[config.mk]
export PLATFORM = sky130hd
export DESIGN_NAME = half_duplex_tick_uart_flat
export DESIGN_NICKNAME = d
export VERILOG_FILES = /design/src/rtl/hdtu_pkg.sv /design/src/rtl/hdtu_ifs.sv /design/src/rtl/half_duplex_tick_uart.sv /design/src/flat_wrapper.sv
export SDC_FILE = /design/constraint.sdc
export NUM_CORES = 1
export LEC_CHECK = 0
export BUFFER_PORTS_ARGS = -buffer_cell sky130_fd_sc_hd__buf_4
export CAP_MARGIN = 15
export CORE_MARGIN = 2
export CORE_UTILIZATION = 35
export CTS_CLUSTER_SIZE = 40
export DETAILED_ROUTE_END_ITERATION = 16
export GPL_ROUTABILITY_DRIVEN = 0
export PLACE_DENSITY = 0.64
export SYNTH_ARGS = -nofsm -noshare
export SYNTH_HDL_FRONTEND = slang
export SYNTH_SLANG_ARGS = --single-unit
[constraint.sdc]
create_clock -name clk -period 6.3 [get_ports clk]
set_input_delay 1.26 -clock clk [delete_from_list [all_inputs] [get_ports clk]]
set_output_delay 1.26 -clock clk [all_outputs]
set_load 0.02 [all_outputs]
[src/rtl/hdtu_pkg.sv]
package hdtu_pkg;

    localparam int unsigned RX_CAPACITY = 128;

    localparam logic [1:0] MODE_IDLE = 2'd0;
    localparam logic [1:0] MODE_RX   = 2'd1;
    localparam logic [1:0] MODE_TX   = 2'd2;

    localparam logic [1:0] OP_TICK  = 2'd0;
    localparam logic [1:0] OP_SEND  = 2'd1;
    localparam logic [1:0] OP_CLEAR = 2'd2;

    localparam logic [3:0] CNT_DATA_END = 4'd9;
    localparam logic [3:0] CNT_TX_LOAD  = 4'd10;
    localparam logic [7:0] SHIFT_MARK   = 8'hFF;

    typedef struct packed {
        logic [1:0] opcode;
        logic       rx_level;
        logic [7:0] data_byte;
    } req_item_t;

    typedef struct packed {
        logic       tx_level;
        logic       tx_done;
        logic       send_refused;
        logic       rx_valid;
        logic [7:0] rx_byte;
        logic [6:0] rx_index;
        logic       rx_stopped;
    } rsp_item_t;

endpackage

[src/rtl/hdtu_ifs.sv]
interface hdtu_req_if;
    import hdtu_pkg::*;
    logic      valid;
    logic      ready;
    req_item_t data;
    modport source (output valid, output data, input ready);
    modport sink (input valid, input data, output ready);
endinterface

interface hdtu_rsp_if;
    import hdtu_pkg::*;
    logic      valid;
    logic      ready;
    rsp_item_t data;
    modport source (output valid, output data, input ready);
    modport sink (input valid, input data, output ready);
endinterface

interface hdtu_cfg_if;
    logic       valid;
    logic       ready;
    logic [1:0] link_mode;
    modport source (output valid, output link_mode, input ready);
    modport sink (input valid, input link_mode, output ready);
endinterface

[src/rtl/half_duplex_tick_uart.sv]
// Half-duplex 8N1 UART advanced by one request beat per bit-period tick.
// Channels:
//   req - opcode (bit tick, send byte, clear receive fill), rx_level, data_byte.
//   rsp - one beat per request: tx line level, tx_done, send_refused and the
//         receive outputs (rx_valid, rx_byte, rx_index, rx_stopped).
//   cfg - link_mode writes (idle, receive, transmit); always ready. The user
//         must write it only while no request is in flight (not enforced).
// Path: a request beat is captured in the input register, then processed into
// the response register, which shows it on rsp until it is taken.
// Throughput: one request beat per cycle unless rsp is held, set by the single
// processing register stage updating the UART state and the response register.
// Reset: all control state clears, the tx line sits at mark, both
// directions are disabled until link_mode is written.
// Stall: while rsp is held the response register keeps its beat, the input
// register holds one more request, and req.ready then drops.
module half_duplex_tick_uart (
    input  logic           clk,
    input  logic           rst_n,
    hdtu_cfg_if.sink       cfg,
    hdtu_req_if.sink       req,
    hdtu_rsp_if.source     rsp
);
    import hdtu_pkg::*;

    logic       in_valid_reg;
    req_item_t  in_data_reg;
    logic       out_valid_reg;
    rsp_item_t  out_data_reg;
    logic       advance;

    logic [3:0] bit_count_reg,   bit_count_next;
    logic [7:0] shift_data_reg,  shift_data_next;
    logic [7:0] rx_fill_reg,     rx_fill_next;
    logic       rx_active_reg,   rx_active_next;
    logic       tx_active_reg,   tx_active_next;
    logic       tx_finished_reg, tx_finished_next;
    logic       line_out_reg,    line_out_next;
    rsp_item_t  out_data_next;
    logic [3:0] cnt_step;

    assign advance   = in_valid_reg && (!out_valid_reg || rsp.ready);
    assign req.ready = !in_valid_reg || advance;
    assign cfg.ready = 1'b1;
    assign rsp.valid = out_valid_reg;
    assign rsp.data  = out_data_reg;

    always_comb
    begin
        bit_count_next   = bit_count_reg;
        shift_data_next  = shift_data_reg;
        rx_fill_next     = rx_fill_reg;
        rx_active_next   = rx_active_reg;
        tx_active_next   = tx_active_reg;
        tx_finished_next = tx_finished_reg;
        line_out_next    = line_out_reg;
        out_data_next    = '0;
        cnt_step         = '0;
        case (in_data_reg.opcode)
            OP_TICK:
            begin
                if (rx_active_reg)
                begin
                    if (bit_count_reg == 4'd0)
                    begin
                        if (!in_data_reg.rx_level)
                        begin
                            bit_count_next  = 4'd1;
                            shift_data_next = '0;
                        end
                    end
                    else
                    begin
                        cnt_step = bit_count_reg + 4'd1;
                        if (cnt_step <= CNT_DATA_END)
                        begin
                            bit_count_next  = cnt_step;
                            shift_data_next = {in_data_reg.rx_level, shift_data_reg[7:1]};
                            if (cnt_step == CNT_DATA_END)
                            begin
                                if (rx_fill_reg < 8'(RX_CAPACITY))
                                begin
                                    out_data_next.rx_valid = 1'b1;
                                    out_data_next.rx_byte  = shift_data_next;
                                    out_data_next.rx_index = rx_fill_reg[6:0];
                                    rx_fill_next           = rx_fill_reg + 8'd1;
                                end
                                else
                                begin
                                    rx_active_next           = 1'b0;
                                    out_data_next.rx_stopped = 1'b1;
                                end
                            end
                        end
                        else
                        begin
                            bit_count_next = '0;
                        end
                    end
                end
                else if (tx_active_reg)
                begin
                    if (bit_count_reg == 4'd0)
                    begin
                        cnt_step        = CNT_DATA_END;
                        shift_data_next = SHIFT_MARK;
                    end
                    else
                    begin
                        cnt_step = bit_count_reg - 4'd1;
                    end
                    bit_count_next = cnt_step;
                    if (cnt_step > 4'd1)
                    begin
                        line_out_next   = shift_data_next[0];
                        shift_data_next = {1'b0, shift_data_next[7:1]};
                    end
                    else
                    begin
                        line_out_next = 1'b1;
                        if (cnt_step == 4'd0)
                        begin
                            tx_finished_next = 1'b1;
                        end
                    end
                end
            end
            OP_SEND:
            begin
                if (tx_active_reg && tx_finished_reg)
                begin
                    shift_data_next  = in_data_reg.data_byte;
                    bit_count_next   = CNT_TX_LOAD;
                    line_out_next    = 1'b0;
                    tx_finished_next = 1'b0;
                end
                else
                begin
                    out_data_next.send_refused = 1'b1;
                end
            end
            OP_CLEAR:
            begin
                rx_fill_next = '0;
            end
            default:
            begin
            end
        endcase
        out_data_next.tx_level = line_out_next;
        out_data_next.tx_done  = tx_finished_next;
    end

    always_ff @(posedge clk or negedge rst_n)
    begin
        if (!rst_n)
        begin
            in_valid_reg    <= 1'b0;
            out_valid_reg   <= 1'b0;
            bit_count_reg   <= '0;
            shift_data_reg  <= '0;
            rx_fill_reg     <= '0;
            rx_active_reg   <= 1'b0;
            tx_active_reg   <= 1'b0;
            tx_finished_reg <= 1'b0;
            line_out_reg    <= 1'b1;
        end
        else
        begin
            if (req.valid && req.ready)
            begin
                in_valid_reg <= 1'b1;
            end
            else if (advance)
            begin
                in_valid_reg <= 1'b0;
            end
            if (advance)
            begin
                out_valid_reg   <= 1'b1;
                bit_count_reg   <= bit_count_next;
                shift_data_reg  <= shift_data_next;
                rx_fill_reg     <= rx_fill_next;
                rx_active_reg   <= rx_active_next;
                tx_active_reg   <= tx_active_next;
                tx_finished_reg <= tx_finished_next;
                line_out_reg    <= line_out_next;
            end
            else if (rsp.ready)
            begin
                out_valid_reg <= 1'b0;
            end
            if (cfg.valid)
            begin
                bit_count_reg <= '0;
                unique case (cfg.link_mode)
                    MODE_RX:
                    begin
                        rx_active_reg <= 1'b1;
                        tx_active_reg <= 1'b0;
                    end
                    MODE_TX:
                    begin
                        rx_active_reg   <= 1'b0;
                        tx_active_reg   <= 1'b1;
                        tx_finished_reg <= 1'b1;
                    end
                    default:
                    begin
                        rx_active_reg <= 1'b0;
                        tx_active_reg <= 1'b0;
                    end
                endcase
            end
        end
    end

    always_ff @(posedge clk)
    begin
        if (req.valid && req.ready)
        begin
            in_data_reg <= req.data;
        end
        if (advance)
        begin
            out_data_reg <= out_data_next;
        end
    end

    a_dir_exclusive: assert property (@(posedge clk) disable iff (!rst_n)
        !(rx_active_reg && tx_active_reg))
        else $error("receive and transmit enabled together");

    a_count_range: assert property (@(posedge clk) disable iff (!rst_n)
        bit_count_reg <= CNT_TX_LOAD)
        else $error("bit count out of range");

    a_rx_exclusive: assert property (@(posedge clk) disable iff (!rst_n)
        out_valid_reg |-> !(out_data_reg.rx_valid && out_data_reg.rx_stopped))
        else $error("byte stored and receive halted on the same tick");

    a_stall_hold: assert property (@(posedge clk) disable iff (!rst_n)
        (in_valid_reg && out_valid_reg && !rsp.ready) |=> in_valid_reg)
        else $error("queued request lost during response stall");

endmodule

[src/flat_wrapper.sv]
// flat-port wrapper written by rule: the top's interface ports become plain ports
module half_duplex_tick_uart_flat import hdtu_pkg::*;
  (clk, rst_n, cfg_valid, cfg_link_mode, cfg_ready, req_valid, req_data, req_ready, rsp_valid, rsp_data, rsp_ready);
  hdtu_cfg_if cfg_i ();
  hdtu_req_if req_i ();
  hdtu_rsp_if rsp_i ();
  input  logic clk;
  input  logic rst_n;
  input wire logic [$bits(cfg_i.valid)-1:0] cfg_valid;
  input wire logic [$bits(cfg_i.link_mode)-1:0] cfg_link_mode;
  output wire logic [$bits(cfg_i.ready)-1:0] cfg_ready;
  input wire logic [$bits(req_i.valid)-1:0] req_valid;
  input wire logic [$bits(req_i.data)-1:0] req_data;
  output wire logic [$bits(req_i.ready)-1:0] req_ready;
  output wire logic [$bits(rsp_i.valid)-1:0] rsp_valid;
  output wire logic [$bits(rsp_i.data)-1:0] rsp_data;
  input wire logic [$bits(rsp_i.ready)-1:0] rsp_ready;
  assign cfg_i.valid = cfg_valid;
  assign cfg_i.link_mode = cfg_link_mode;
  assign cfg_ready = cfg_i.ready;
  assign req_i.valid = req_valid;
  assign req_i.data = req_data;
  assign req_ready = req_i.ready;
  assign rsp_valid = rsp_i.valid;
  assign rsp_data = rsp_i.data;
  assign rsp_i.ready = rsp_ready;
  half_duplex_tick_uart u_core (.clk(clk), .rst_n(rst_n), .cfg(cfg_i), .req(req_i), .rsp(rsp_i));
endmodule
==> results_dict.tcl <==
set metrics [dict create \
    status "finished clean" \
    p_switching_uw 292 \
    rr_startpoint "u_core.bit_count_reg[0]" \
    required_ps 5040 \
    p_leak_nw 1.51 \
    finalHoldViolCount 0 \
    worst_pin_slew_ps 958 \
    cts_hold_buf 0 \
    slowest_stage "nor2b_1" \
    ff2ff_path_depth 7 \
    hold_path_end "u_core.line_out_reg" \
    path_cells "buf_4, nor2b_1, nand2_1, buf_4" \
    drt_iter0_drc 142 \
    dp_hpwl_mm 4.80 \
    rsz0062_at_grt "no" \
    critPathMaxFanout 5 \
    num_io_pins 41 \
    fin_setup_tns_ps 0 \
    postRouteWirelength_mm 7.00 \
    fillers 834 \
    post-route-util 0.423 \
    cp-startpoint "rsp_ready" \
    switching_share 0.284 \
    cp-end-kind "output port" \
    hold_start "u_core.line_out_reg" \
    path_clk_slew_ps 60 \
    syn_avg_cell_area_um2 10.2 \
    cts_max_path_buffers 2 \
    htree_levels 3 \
    synth_area_mm2 0.00312 \
    start_util 0.360 \
    yosys_register_bits 57 \
    syn2layout_area_growth_pct 17.8 \
    grt.total_usage 0.150 \
    rows 34 \
    tritoncts "yes" \
    vdd_ir_drop_max_mv 0.157 \
    max_slew_margin 0.360 \
    cts_resized 0 \
    grt_max_degree 28 \
    cts_root_buf "clkbuf_8" \
    finalSetupViolCount 0 \
    synthCells 307 \
    finalNetCount 362 \
    reg2reg_to "u_core.rx_fill_reg[3]" \
    path_class "primary input to output port" \
    cp_common_cell "buf_4" \
    fp.dieW_um 98.4 \
    grt_pass1_vias 2321 \
    synth_cell_types 58 \
    synth_nets 331 \
    ant_nets 0 \
    vias 2462 \
    fin_crit_ps 3230 \
    die_h_um 98.4 \
    report.final.slew_viol_count 0 \
    p_int_uw 736 \
    holdPathStages 2 \
    design.core.area_mm2 0.00868 \
    wire_per_inst_um 15.5 \
    period_share 0.512 \
    clkSinkCount 57 \
    power_mw 1.03 \
    drc_errors 0 \
    grt_first_pass_wirelength_mm 11.5 \
    dieArea_mm2 0.00969 \
    firstDrtPassIters 4 \
    numCtsBuffers 9 \
    maxCapViolCount 0 \
    start_kind "primary input" \
    yosysSeqAreaShare 0.507 \
    cp_num_cells 4 \
    slowest_delay_ps 250 \
    synth_ff_type "edfxtp_1" \
    pwr_density_cell_mw_per_mm2 280 \
    power_frac_seq 0.480 \
    grt_overflow 0 \
    insertion_delay_ps 340 \
    portBuffers 39 \
    cp.arrival_ps 1970 \
    antenna_cells 0 \
    pwr-share-comb 0.161 \
    viasPerCell 5.46 \
    fin_skew_ps 11.9 \
    reg2reg_slack_ps 3440 \
    fmax_ghz 0.310 \
    critical_path.top_delay_family "simple AND/OR/NAND/NOR gates" \
    drive_gt1_frac 0.198 \
    synthArstFlopShare 0.456 \
    synth-edff-count 31 \
    post_cts_buffers 0 \
    antenna_found_initial 0 \
    critical_path_buf_inv_count 2 \
    largest_reg_flops 20 \
    hp-class "flop to flop" \
    pwr-share-clk 0.359 \
    ys.warnings.count 0 \
]
[cells in the mapped netlist, types with 2 or more instances]
| cell | instances | area share |
|---|---|---|
| or2_2 | 2 | 0.0040 |
| nand2_1 | 26 | 0.031 |
| a41oi_1 | 2 | 0.0056 |
| clkbuf_1 | 14 | 0.017 |
| o31ai_1 | 6 | 0.014 |
| buf_6 | 2 | 0.0072 |
| inv_1 | 11 | 0.013 |
| nand3b_1 | 4 | 0.0096 |
| nor2_1 | 23 | 0.028 |
| a211o_1 | 2 | 0.0056 |
| a221oi_1 | 6 | 0.017 |
| dfrtp_1 | 25 | 0.20 |
| a21oi_1 | 15 | 0.024 |
| o31a_1 | 3 | 0.0084 |
| a31oi_1 | 4 | 0.0080 |
| nand2b_1 | 5 | 0.010 |
| edfxtp_1 | 31 | 0.30 |
| buf_2 | 5 | 0.0080 |
| a21boi_0 | 5 | 0.012 |
| o21bai_1 | 2 | 0.0048 |
| mux2_2 | 4 | 0.014 |
| nand3_1 | 6 | 0.0096 |
| o21ai_0 | 18 | 0.029 |
| nor2b_1 | 4 | 0.0080 |
| and3_1 | 19 | 0.038 |
| a2bb2oi_1 | 2 | 0.0056 |
| and2_1 | 3 | 0.0060 |
| nor3_1 | 12 | 0.019 |
| mux2i_1 | 4 | 0.013 |
| ha_1 | 6 | 0.024 |
| o41ai_1 | 5 | 0.014 |
| a211oi_1 | 5 | 0.012 |
[kinds of logic (layout without fill, tap and decap cells)]
kind of cell    count (synthesis)  in the layout  synth area share
other cells                     1              1           0.00120
compound gates                 85             85             0.193
xor+xnor                        1              1           0.00281
simple gates                  116            116             0.196
fa+ha+maj                       6              6            0.0241
flops                          57             57             0.507
buf+inv                        33             69            0.0477
mux                             8              8            0.0273
[power groups by stage]
stage	sequential [mW]	combinational [mW]	clock (mW)
4_1_cts	0.492	0.166	0.379
2_1_floorplan	0.491	0.110	0
3_5_place_dp	0.500	0.166	0
6_report	0.494	0.165	0.368
5_1_grt	0.500	0.186	0.396
3_3_place_gp	0.498	0.163	0
[tightest hold or removal path, stage by stage, from the launching register on]
cell and delay [ps]:
dfstp_2 370, o21ai_0 50, o21ai_0 70
[placed cells by master (no fill, tap or decap), types with 2 or more instances in the layout]
master / count
nor2b_1: 4
bufinv_16: 2
a2bb2oi_1: 2
ha_1: 6
buf_4: 42
nand3_1: 6
clkbuf_8: 9
clkinv_2: 3
a211oi_1: 5
inv_1: 11
nand3b_1: 4
a21boi_0: 5
nor2_1: 23
o21ai_0: 18
o31a_1: 3
a41oi_1: 2
a221oi_1: 6
and2_1: 3
nand2b_1: 5
o21bai_1: 2
edfxtp_1: 31
dfrtp_1: 25
a21oi_1: 15
or2_2: 2
mux2i_1: 4
a31oi_1: 4
and3_1: 19
a211o_1: 2
nor3_1: 12
o41ai_1: 5
mux2_2: 4
nand2_1: 26
o31ai_1: 6
[routing by layer]
metal,global-route usage,vias up,share of wire
li1,-,1211,-
met1,0.206,1183,0.46
met2,0.231,64,0.48
met3,0.0426,4,0.052
met4,0.0485,0,0.0081
met5,0,-,0
[cell type report]
type | instances | area [µm²] | share of cell area
tap | 108 | 135 | 0.0368
sequential | 57 | 1580 | 0.431
multi-input combinational | 217 | 1390 | 0.378
clock inverter | 6 | 83.8 | 0.0228
timing repair buffer | 42 | 315 | 0.0858
clock buffer | 10 | 128 | 0.0347
inverter | 11 | 41.3 | 0.0112
[worst max path at each step]
stage,endpoint,slack (ps)
after floorplan,req_ready,3370
after global placement,req_ready,3080
after detailed placement,req_ready,3080
after CTS,req_ready,3060
after global routing,req_ready,2990
final,req_ready,3070
[per-stage QoR]
stage / hold WS [ps] / instance area (µm²) / std cells / setup slack (ps)
5_1_grt: 568 / 3670 / 451 / 2990
4_1_cts: 502 / 3670 / 451 / 3060
2_1_floorplan: 474 / 3120 / 307 / 3370
3_3_place_gp: 490 / 3460 / 435 / 3080
3_5_place_dp: 493 / 3460 / 435 / 3080
6_report: 503 / 3670 / 451 / 3070
Power figures use the tool's default switching activity.
